**src/hdl/brb_pkg.sv**
```systemverilog
// bip buffer manager package: operation codes, request, result and state types
// no dependencies; used by every module of the block
package brb_pkg;

  localparam int unsigned PosW = 13;
  localparam int unsigned OffW = 12;
  localparam int unsigned SumW = PosW + 1;

  typedef enum logic [1:0] {
    OP_RESERVE = 2'd0,
    OP_COMMIT  = 2'd1,
    OP_READ    = 2'd2,
    OP_CONSUME = 2'd3
  } brb_op_e;

  typedef struct packed {
    brb_op_e           op;
    logic [PosW-1:0]   len;
    logic [OffW-1:0]   start;
  } brb_req_t;

  typedef struct packed {
    logic              ok;
    logic [OffW-1:0]   offset;
    logic [PosW-1:0]   avail;
  } brb_rsp_t;

  typedef struct packed {
    logic [PosW-1:0]   read_pos;
    logic [PosW-1:0]   write_pos;
    logic [PosW-1:0]   high_mark;
    logic [PosW-1:0]   pend_start;
    logic              pend_wrapped;
    logic [PosW-1:0]   pend_prior;
  } brb_state_t;

endpackage

```
**src/hdl/brb_req_stage.sv**
```systemverilog
// request input register of the bip buffer manager
// depends on brb_pkg for the request type
module brb_req_stage (
  input  logic              clk_i,
  input  logic              rst_ni,
  input  logic              accept_i,
  input  brb_pkg::brb_req_t req_i,
  output logic              valid_o,
  output brb_pkg::brb_req_t req_o
);

  logic              valid_q;
  brb_pkg::brb_req_t req_q;

  always_ff @(posedge clk_i or negedge rst_ni) begin
    if (!rst_ni) begin
      valid_q <= 1'b0;
    end else begin
      valid_q <= accept_i;
    end
  end

  always_ff @(posedge clk_i) begin
    if (accept_i) begin
      req_q <= req_i;
    end
  end

  assign valid_o = valid_q;
  assign req_o   = req_q;

endmodule

```
**src/hdl/brb_engine.sv**
```systemverilog
// next-state and result logic of the bip buffer manager for one transaction
// depends on brb_pkg for the request, result and state types
module brb_engine (
  input  logic [brb_pkg::PosW-1:0] cap_i,
  input  brb_pkg::brb_req_t        req_i,
  input  brb_pkg::brb_state_t      st_i,
  output brb_pkg::brb_state_t      st_o,
  output brb_pkg::brb_rsp_t        rsp_o
);

  logic [brb_pkg::PosW-1:0] w;
  logic [brb_pkg::PosW-1:0] r;
  logic [brb_pkg::PosW-1:0] room;
  logic [brb_pkg::PosW-1:0] at;
  logic [brb_pkg::PosW-1:0] sz;
  logic [brb_pkg::PosW-1:0] rd_at;
  logic [brb_pkg::SumW-1:0] commit_sum;
  logic [brb_pkg::SumW-1:0] consume_sum;
  logic [brb_pkg::PosW-1:0] commit_pos;
  logic [brb_pkg::PosW-1:0] consume_pos;
  logic                     grant;
  logic                     wrapped;

  assign commit_sum  = {1'b0, st_i.pend_start} + {1'b0, req_i.len};
  assign consume_sum = {2'b00, req_i.start} + {1'b0, req_i.len};
  assign commit_pos  = (commit_sum > {1'b0, cap_i}) ? cap_i
                                                    : commit_sum[brb_pkg::PosW-1:0];
  assign consume_pos = (consume_sum > {1'b0, cap_i}) ? cap_i
                                                     : consume_sum[brb_pkg::PosW-1:0];

  // reserve placement
  always_comb begin
    w       = st_i.write_pos;
    r       = st_i.read_pos;
    grant   = 1'b0;
    wrapped = 1'b0;
    at      = '0;
    room    = '0;
    if (w >= r) begin
      if (w == r) begin
        w = '0;
        r = '0;
      end
      room = (w > cap_i) ? '0 : cap_i - w;
      if (room >= req_i.len) begin
        grant = 1'b1;
        at    = w;
      end else if (r > req_i.len) begin
        grant   = 1'b1;
        wrapped = 1'b1;
      end
    end else if ((r - w) > req_i.len) begin
      grant = 1'b1;
      at    = w;
    end
  end

  // readable region
  always_comb begin
    rd_at = st_i.read_pos;
    if (st_i.write_pos >= st_i.read_pos) begin
      sz = st_i.write_pos - st_i.read_pos;
    end else if (st_i.read_pos == st_i.high_mark) begin
      rd_at = '0;
      sz    = st_i.write_pos;
    end else if (st_i.high_mark >= st_i.read_pos) begin
      sz = st_i.high_mark - st_i.read_pos;
    end else begin
      sz = '0;
    end
  end

  always_comb begin
    st_o  = st_i;
    rsp_o = '0;
    unique case (req_i.op)
      brb_pkg::OP_RESERVE: begin
        st_o.read_pos  = r;
        st_o.write_pos = w;
        if (grant) begin
          st_o.pend_start   = at;
          st_o.pend_wrapped = wrapped;
          st_o.pend_prior   = w;
          rsp_o.ok          = 1'b1;
          rsp_o.offset      = at[brb_pkg::OffW-1:0];
        end
      end
      brb_pkg::OP_COMMIT: begin
        if (req_i.len != '0) begin
          if (st_i.pend_wrapped) begin
            st_o.high_mark = st_i.pend_prior;
          end
          st_o.write_pos = commit_pos;
        end
        rsp_o.ok = 1'b1;
      end
      brb_pkg::OP_READ: begin
        if (sz != '0) begin
          rsp_o.ok     = 1'b1;
          rsp_o.offset = rd_at[brb_pkg::OffW-1:0];
          rsp_o.avail  = sz;
        end
      end
      brb_pkg::OP_CONSUME: begin
        st_o.read_pos = consume_pos;
        rsp_o.ok      = 1'b1;
      end
      default: begin
        st_o  = st_i;
        rsp_o = '0;
      end
    endcase
  end

endmodule

```
**src/hdl/bipartite_ring_buffer_manager.sv**
```systemverilog
// top level of the bip buffer manager: capacity register, offset state, result register
// depends on brb_pkg, brb_req_stage and brb_engine
//
// usage
//   request channel: operation_i, length_i and region_start_i are taken at a
//   rising edge with start high and busy low; busy stays low, so a new
//   transaction can be started in every cycle
//   result channel: result_valid_o is high for exactly one cycle per request,
//   with ok_o, offset_o and avail_o valid in that cycle; the receiver has no
//   way to stall it and must take each result when it appears
//   capacity: cfg_we_i writes cfg_wdata_i, clamped into 1..MAX_BYTES, while idle
//   latency: 2 cycles from request to result (input register, then the
//   offset update and result register); throughput is one request per cycle,
//   set by the single-cycle update of the offset registers
//   reset: rst_ni low clears the offsets and the pending reservation, sets the
//   capacity to 4096 (or MAX_BYTES if smaller) and the high mark to match,
//   and drops any transaction in flight
module bipartite_ring_buffer_manager #(
  parameter int unsigned MAX_BYTES = 4096
) (
  input  logic                     clk_i,
  input  logic                     rst_ni,
  input  logic                     start,
  output logic                     busy,
  input  logic [1:0]               operation_i,
  input  logic [brb_pkg::PosW-1:0] length_i,
  input  logic [brb_pkg::OffW-1:0] region_start_i,
  input  logic                     cfg_we_i,
  input  logic [brb_pkg::PosW-1:0] cfg_wdata_i,
  output logic                     result_valid_o,
  output logic                     ok_o,
  output logic [brb_pkg::OffW-1:0] offset_o,
  output logic [brb_pkg::PosW-1:0] avail_o
);

  localparam int unsigned PosMax   = (1 << brb_pkg::PosW) - 1;
  localparam int unsigned CapLimit = (MAX_BYTES > PosMax) ? PosMax : MAX_BYTES;
  localparam int unsigned CapInit  = (MAX_BYTES > 4096) ? 4096 : MAX_BYTES;
  localparam logic [brb_pkg::PosW-1:0] CapLimitW = CapLimit[brb_pkg::PosW-1:0];
  localparam logic [brb_pkg::PosW-1:0] CapInitW  = CapInit[brb_pkg::PosW-1:0];

  logic                     accept;
  brb_pkg::brb_req_t        req_in;
  brb_pkg::brb_req_t        req;
  logic                     req_valid;
  logic [brb_pkg::PosW-1:0] cap_q;
  logic [brb_pkg::PosW-1:0] cap_d;
  brb_pkg::brb_state_t      st_q;
  brb_pkg::brb_state_t      st_d;
  brb_pkg::brb_rsp_t        rsp_d;
  brb_pkg::brb_rsp_t        rsp_q;
  logic                     rvalid_q;

  assign busy   = 1'b0;
  assign accept = start && !busy;

  assign req_in.op    = brb_pkg::brb_op_e'(operation_i);
  assign req_in.len   = length_i;
  assign req_in.start = region_start_i;

  assign cap_d = (cfg_wdata_i == '0)       ? {{(brb_pkg::PosW-1){1'b0}}, 1'b1} :
                 (cfg_wdata_i > CapLimitW) ? CapLimitW : cfg_wdata_i;

  brb_req_stage u_req (
    .clk_i    (clk_i),
    .rst_ni   (rst_ni),
    .accept_i (accept),
    .req_i    (req_in),
    .valid_o  (req_valid),
    .req_o    (req)
  );

  brb_engine u_eng (
    .cap_i (cap_q),
    .req_i (req),
    .st_i  (st_q),
    .st_o  (st_d),
    .rsp_o (rsp_d)
  );

  always_ff @(posedge clk_i or negedge rst_ni) begin
    if (!rst_ni) begin
      cap_q    <= CapInitW;
      st_q     <= '{read_pos: '0, write_pos: '0, high_mark: CapInitW,
                    pend_start: '0, pend_wrapped: 1'b0, pend_prior: '0};
      rvalid_q <= 1'b0;
    end else begin
      if (cfg_we_i) begin
        cap_q <= cap_d;
      end
      if (req_valid) begin
        st_q <= st_d;
      end
      rvalid_q <= req_valid;
    end
  end

  always_ff @(posedge clk_i) begin
    if (req_valid) begin
      rsp_q <= rsp_d;
    end
  end

  assign result_valid_o = rvalid_q;
  assign ok_o           = rsp_q.ok;
  assign offset_o       = rsp_q.offset;
  assign avail_o        = rsp_q.avail;

endmodule

```
**config.mk**
```make
export PLATFORM = sky130hd
export DESIGN_NAME = bipartite_ring_buffer_manager
export DESIGN_NICKNAME = d
export VERILOG_FILES = /design/src/hdl/brb_pkg.sv /design/src/hdl/brb_req_stage.sv /design/src/hdl/brb_engine.sv /design/src/hdl/bipartite_ring_buffer_manager.sv
export SDC_FILE = /design/constraint.sdc
export NUM_CORES = 1
export LEC_CHECK = 0
export BUFFER_PORTS_ARGS = -buffer_cell sky130_fd_sc_hd__buf_2
export CAP_MARGIN = 20
export CORE_UTILIZATION = 45
export DETAILED_ROUTE_END_ITERATION = 10
export GPL_TIMING_DRIVEN = 0
export PLACE_DENSITY_LB_ADDON = 0.3
export SYNTH_ARGS = -nofsm -noshare
export SYNTH_HDL_FRONTEND = slang
export SYNTH_SLANG_ARGS = --single-unit
```
**constraint.sdc**
```tcl
create_clock -name clk_i -period 6.3 [get_ports clk_i]
set_input_delay 0.945 -clock clk_i [delete_from_list [all_inputs] [get_ports clk_i]]
set_output_delay 0.945 -clock clk_i [all_outputs]
set_load 0.02 [all_outputs]
```
==> results.toml, run 1 <==
[status]
result_of_the_run = "finished, final reports clean"

[timing]
finalMaxSlewViolations = 0
finalWorstPathRequiredPeriod_ns = 6.182
fmaxAchievable_ghz = 0.1618
final.period_utilization_pct = 98.13
final_setup_viols = 0
final_hold_viol_count = 0
setup_slack_ns = 0.1178
tightestPinTransition_ns = 0.9462
maxSlewHeadroom_pct = 36.34
fin_worst_skew_ns = 0.01444
hold_worst_slack_ns = 0.4004

[yosys]
synth_edf_count = 53
number_of_cells_produced_by_synthesis = 1207
yosys.cell_types.count = 82
ys_dominant_reg_cell = "dfrtp_1"
mappedNetlistArea_mm2 = 0.01098
syn_avg_cell_area_um2 = 9.095
ys_top_cells_by_count = "ha_1, nand2_1, inv_1"
synthDominantAreaCellType = "dfrtp_1"
synth_async_sr_flop_share_pct = 60.45
yosysMostFrequentCell = "ha_1"
synth.yosys.warnings = 0
synth_largest_type_area_fraction_pct = 18.01
synth_nets = 1399
ranking_of_synthesized_cells_by_area = "dfrtp_1, ha_1, edfxtp_1"
yosys_register_bits = 134
synth_sequential_area_ratio_pct = 32.98

[grt]
grt_start_max_net_pins = 59
grt_antenna_before_repair = 1
grt.busiest_layer = "met2"
grt_overflow_total = 0
grt_use_met1_pct = 36.15
wire_length_of_the_first_global_routing_pass_um = 51700
groute.layer.met2.usage_pct = 45.41
track_usage_pct = 28.09
grt_use_met3_pct = 5.584
via_count_of_the_first_global_routing_pass = 9065

[clock_network]
tritoncts = "built"
hold_buffer_count_at_cts = 0
cts_max_path_buffers = 2
clock_sink_count = 134
clockRootBuffer = "clkbuf_16"
worst_skew_pair_later_pin_latency_ns = 0.44
htreeDepth = 4
cts.clk_slew.worst_paths_ns = 0.07
cts_made_buffers = 17

[cells_and_area]
layout_cells_sized_above_1_pct = 17.90
syn_to_final_growth_pct = 17.19
design_area_mm2 = 0.01286
insertedDiodeCount = 0
layout.cells.non_filler = 1665
final_nets = 1525

[power]
p_leak_uw = 0.006107
peakVddDrop_mv = 0.2887
pwr_per_cell_area_mw_per_mm2 = 637.5

[min_path]
hold_path_class = "input pin to asynchronous set/reset pin"

[worst_setup_path]
cp_max_fo = 10
required_ns = 6.48
cpLargestDelayFamily = "compound AO/OA/AOI/OAI gates"
worst_path_largest_cell_delay_ns = 0.59
critical_path.endpoint_type = "register"
worstSetupStartpointType = "register"
critPathKind = "register to register"
cp_slowest_cell = "or4_4"
cp_num_buf_inv = 4
worstPathArrival_ns = 6.36

[drt]
wl_final_um = 34310
first_iter_violations = 891
post_drt_via_cell_ratio = 5.929
overall_via_count_from_detail_route = 9871
drc_errors = 0
post_drt_wl_per_cell_um = 20.61
firstDrtPassIters = 8
ant_nets = 0

[floorplanning]
cell_row_count = 56
pin_count = 72
die_height_um = 158.2
die_x_um = 158.2
core_area_mm2 = 0.02368
dieArea_mm2 = 0.02502
initial_cell_density_of_the_core_pct = 46.35

[place]
place_area_mm2 = 0.01178
place.gp.congestion = 0.9608
place_hpwl_um = 25820
port-buffer-count = 69
place.detailed.instances = 1597
detailedPlace.worstSlack_ns = -1.512

[flow_run]
max_cap_violations = 0
==> path summary, 6_finish.rpt <==
| kind | to | slack, ns | cells after the start | start |
|---|---|---|---|---|
| worst min register to register | st_q[37] | 0.49 | 2 | st_q[37] |
| max in group asynchronous | cap_q[12] | 5.23 | 2 | rst_ni |
| worst min-delay path | result_valid_o | 0.40 | 1 | rst_ni |
| worst max register to register | offset_o[3] | 0.12 | 28 | st_q[40] |
| min in group clk_i | st_q[37] | 0.49 | 2 | st_q[37] |
| worst max-delay path | offset_o[3] | 0.12 | 28 | st_q[40] |
==> cells in the final DEF (no fill, tap or decap), types with 5 or more instances in the layout <==
cell type	Yosys	layout
buf_4	7	46
or3_1	7	7
buf_2	10	78
fa_1	6	6
inv_1	101	101
nand2b_1	7	7
nor2b_1	17	16
dfrtp_1	79	60
nand3_1	54	53
a21o_1	32	32
o211ai_1	6	6
and2_1	18	17
and3_1	17	17
xnor2_1	33	33
nor3_1	20	20
o31a_1	5	5
o21bai_1	10	10
inv_6	0	6
buf_6	6	6
o21ai_0	91	86
clkbuf_16	0	17
o21ai_2	1	5
clkbuf_1	22	16
a21oi_1	59	58
o21ai_1	12	13
a211oi_1	15	15
nand4_1	16	16
dfrtp_2	0	19
nand2_1	120	116
nor4_1	10	10
nor2_1	57	56
mux2i_1	51	49
o21a_1	17	17
edfxtp_1	53	53
xor2_1	22	22
ha_1	142	134
==> cell type report <==
| class | instances | area [µm²] |
|---|---|---|
| multi-input combinational | 927 | 6888 |
| timing repair buffer | 109 | 685.7 |
| sequential | 134 | 3645 |
| fill | 2196 | 10820 |
| clock inverter | 15 | 151.4 |
| buffer | 43 | 291.5 |
| tap | 319 | 399.1 |
| clock buffer | 17 | 425.4 |
| inverter | 101 | 379.1 |
==> per-stage QoR <==
step,TNS (ns),total power [µW],util [%]
detailed placement,-53.30,6611,49.74
CTS,0,7848,52.94
global placement,-52.56,6535,49.50
global route,-0.1160,8773,54.32
finish,0,8201,54.32
floorplan,0,5260,-
==> logic make-up (layout without fill, tap and decap cells) <==
logic type,after synthesis,in the layout,share of synthesized area [%]
AND/OR/NAND/NOR,363,364,16.24
AO/OA/AOI/OAI,304,304,18.24
adder cells (fa/ha/maj),149,149,17.37
buffers and inverters,147,285,5.790
flip-flops,134,134,32.98
XOR/XNOR,55,55,4.388
multiplexers,54,54,4.958
other,1,1,0.03416
==> power breakdown <==
group | internal [µW] | switching [µW]
Sequential | 1190 | 288
Combinational | 2360 | 3350
Clock | 559 | 453
==> sequential cells by signal, summed over array words and instances, names as in the netlist <==
| signal | flops |
|---|---|
| avail_o | 13 |
| cap_q | 13 |
| offset_o | 12 |
| ok_o | 1 |
| result_valid_o | 1 |
| st_q | 66 |
| u_req.req_o | 27 |
| u_req.valid_o | 1 |
==> routing by layer <==
layer | part of all wire [%] | wire, µm | up-vias
met4 | 4.8 | 1644 | 2
met5 | 0.035 | 12 | -
li1 | - | - | 4619
met2 | 46 | 15680 | 458
met3 | 7.9 | 2713 | 101
met1 | 42 | 14260 | 4691
==> repair_timing <==
| item | CTS | global route |
|---|---|---|
| endpoints found under the hold margin | 0 | 0 |
| buffers inserted | 10 | 27 |
| cloned | 0 | 2 |
| pin swaps | 5 | 13 |
| endpoints found under the setup margin | 40 | 40 |
| resized for setup | 43 | 34 |
Power figures use the tool's default switching activity.
==> run 2: changes to the inputs <==
--- a/config.mk
+++ b/config.mk
@@ -11,6 +11,7 @@
 export DETAILED_ROUTE_END_ITERATION = 10
 export GPL_TIMING_DRIVEN = 0
 export PLACE_DENSITY_LB_ADDON = 0.3
+export REMOVE_ABC_BUFFERS = 1
 export SYNTH_ARGS = -nofsm -noshare
 export SYNTH_HDL_FRONTEND = slang
 export SYNTH_SLANG_ARGS = --single-unit
==> run 2 against run 1 <==
Cell area is 1.5% lower. Critical path depth is 3 lower. Core utilization is 0.83 points lower. Clock skew is 0.0041 ns lower. Wire length is 11% lower. Sequential power is 4% lower. Sequential cell count stayed put. Register-to-register slack better by 0.04 ns. Fmax is 0.66% higher. Sequential share of layout area is 0.44 points higher.
==> results.toml, run 2 (synthesis results as in run 1) <==
[place]
place.gp.congestion = 0.9002
port-buffer-count = 70
detailedPlace.worstSlack_ns = -2.032
place_hpwl_um = 23250

[status]
result_of_the_run = "finished, final reports clean"

[cells_and_area]
final_nets = 1480
syn_to_final_growth_pct = 15.39
layout_cells_sized_above_1_pct = 15.99
max_flop_register = "st_q"
largest_reg_flops = 66
layout_common_cells = "ha_1, nand2_1, inv_1"
mostFrequentLayoutCell = "ha_1"
insertedDiodeCount = 0

[worst_setup_path]
cp_num_buf_inv = 3
required_ns = 6.63
cpLargestDelayFamily = "compound AO/OA/AOI/OAI gates"
critPathKind = "register to register"
crit_path_frequent_cell = "a21o_1"
worstReg2RegEnd = "st_q[0]"
worst_path_largest_cell_delay_ns = 0.62
cp_max_fo = 12
crit_start = "st_q[64]"
cp_slowest_cell = "or4_4"
timing.rr.start = "st_q[64]"
worstPathArrival_ns = 6.47
cp-endpoint = "st_q[0]"
critical_path.endpoint_type = "register"
worstSetupStartpointType = "register"
setup_slack_on_the_worst_flop_to_flop_path_ns = 0.16
worstRegToRegCells = 25
cp_num_cells = 25

[timing]
fmaxAchievable_ghz = 0.1628
finalMaxSlewViolations = 0
final.period_utilization_pct = 97.49
finalWorstPathRequiredPeriod_ns = 6.142
setup_tns_ns = 0
hold_worst_slack_ns = 0.4586
maxSlewHeadroom_pct = 18.78
final_setup_viols = 0
final_hold_viol_count = 0
setup_slack_ns = 0.1581
tightestPinTransition_ns = 1.207
fin_worst_skew_ns = 0.01030

[drt]
wl_final_um = 30470
firstDrtPassIters = 5
first_iter_violations = 669
overall_via_count_from_detail_route = 9395
post_drt_via_cell_ratio = 5.799
drc_errors = 0
ant_nets = 0
post_drt_wl_per_cell_um = 18.81

[floorplanning]
pin_count = 72
die_height_um = 158.2
initial_cell_density_of_the_core_pct = 46.35
cell_row_count = 56
core_area_mm2 = 0.02368
dieArea_mm2 = 0.02502
die_x_um = 158.2

[grt]
grt_start_max_net_pins = 48
groute.layer.met2.usage_pct = 44.61
via_count_of_the_first_global_routing_pass = 9294
wire_length_of_the_first_global_routing_pass_um = 48870
grt_use_met1_pct = 32.41
grt.busiest_layer = "met2"
grt_overflow_total = 0
grt_use_met3_pct = 3.860
track_usage_pct = 25.77
grt_antenna_before_repair = 0

[clock_network]
cts_made_buffers = 17
cts.clk_slew.worst_paths_ns = 0.07
clockRootBuffer = "clkbuf_16"
clock_sink_count = 134
cts_max_path_buffers = 2
tritoncts = "built"
worst_skew_pair_later_pin_latency_ns = 0.44
hold_buffer_count_at_cts = 0
htreeDepth = 4

[power]
p_leak_uw = 0.005958
pwr_per_cell_area_mw_per_mm2 = 629.4
peakVddDrop_mv = 0.2733

[min_path]
hold_path_class = "input pin to asynchronous set/reset pin"

[flow_run]
max_cap_violations = 0
run 2: changes by cell type in the layout (fill, tap and decap cells not counted), sizes merged:
cell | before | now
clkinv | 1 | 4
inv | 113 | 105
clkbuf | 33 | 18
bufinv | 1 | 2
buf | 136 | 107
clkinvlp | 1 | 4
run 2: how the worst min path moves through the flow:
stage                     depth (start not counted)  slack, ns        to      from
after floorplan                                   2       0.46  st_q[29]  st_q[29]
after global placement                            2       0.47  st_q[36]  st_q[36]
after detailed placement                          2       0.48  st_q[38]  st_q[38]
after CTS                                         1       0.47  cap_q[1]    rst_ni
after global routing                              1       0.50  cap_q[1]    rst_ni
final                                             1       0.46  cap_q[1]    rst_ni
run 2: power by group:
group	switching (µW)	internal, µW
clock	418	595
combinational	3270	2270
sequential	228	1190
run 2: worst register-to-register path, cell delays in order (launching register included):
cell      delay (ns)
dfrtp_2         0.47
ha_4            0.37
nand4_4         0.16
or4_4           0.62
buf_6           0.19
nand2_1         0.12
ha_1            0.27
a21boi_2        0.18
o21ai_2         0.19
a21oi_2         0.11
o21ai_2         0.22
o21ai_2         0.11
a31oi_4         0.30
nor2_1          0.09
ha_1            0.29
a21o_1          0.18
a21o_1          0.19
a21o_1          0.18
a21o_1          0.17
a2111o_1        0.42
o221ai_2        0.24
nand3_2         0.13
nand4_1         0.16
buf_4           0.18
buf_12          0.17
mux2_1          0.33
run 2: per-layer routing:
metal / up-vias / share of wire (%)
met5: - / 0
met4: 0 / 2.8
met3: 72 / 6.1
met2: 351 / 48
met1: 4461 / 43
li1: 4511 / -
run 2: per-stage QoR:
step	cell area, µm²	util, %	power [µW]	std cells
2_1_floorplan	10720	-	5093	1161
3_3_place_gp	11470	48.44	6307	1550
3_5_place_dp	11610	49.01	6467	1560
4_1_cts	12540	52.95	7789	1610
5_1_grt	12670	53.49	8620	1620
6_report	12670	53.49	7972	1620
run 2: timing repair:
action / 4_1_cts / 5_1_grt
gates cloned: 1 / 0
buffers inserted: 17 / 8
setup endpoints to repair: 40 / 40
pin swaps: 6 / 9
endpoints found under the hold margin: 0 / 0
resized for setup: 50 / 14
run 2: layout make-up:
class                      instances  area, µm²
inverter                         101      379.1
timing repair buffer             107      704.4
clock inverter                    14      150.1
fill                            2199      11020
tap                              319      399.1
sequential                       134       3645
multi-input combinational        927       6950
clock buffer                      18      439.2
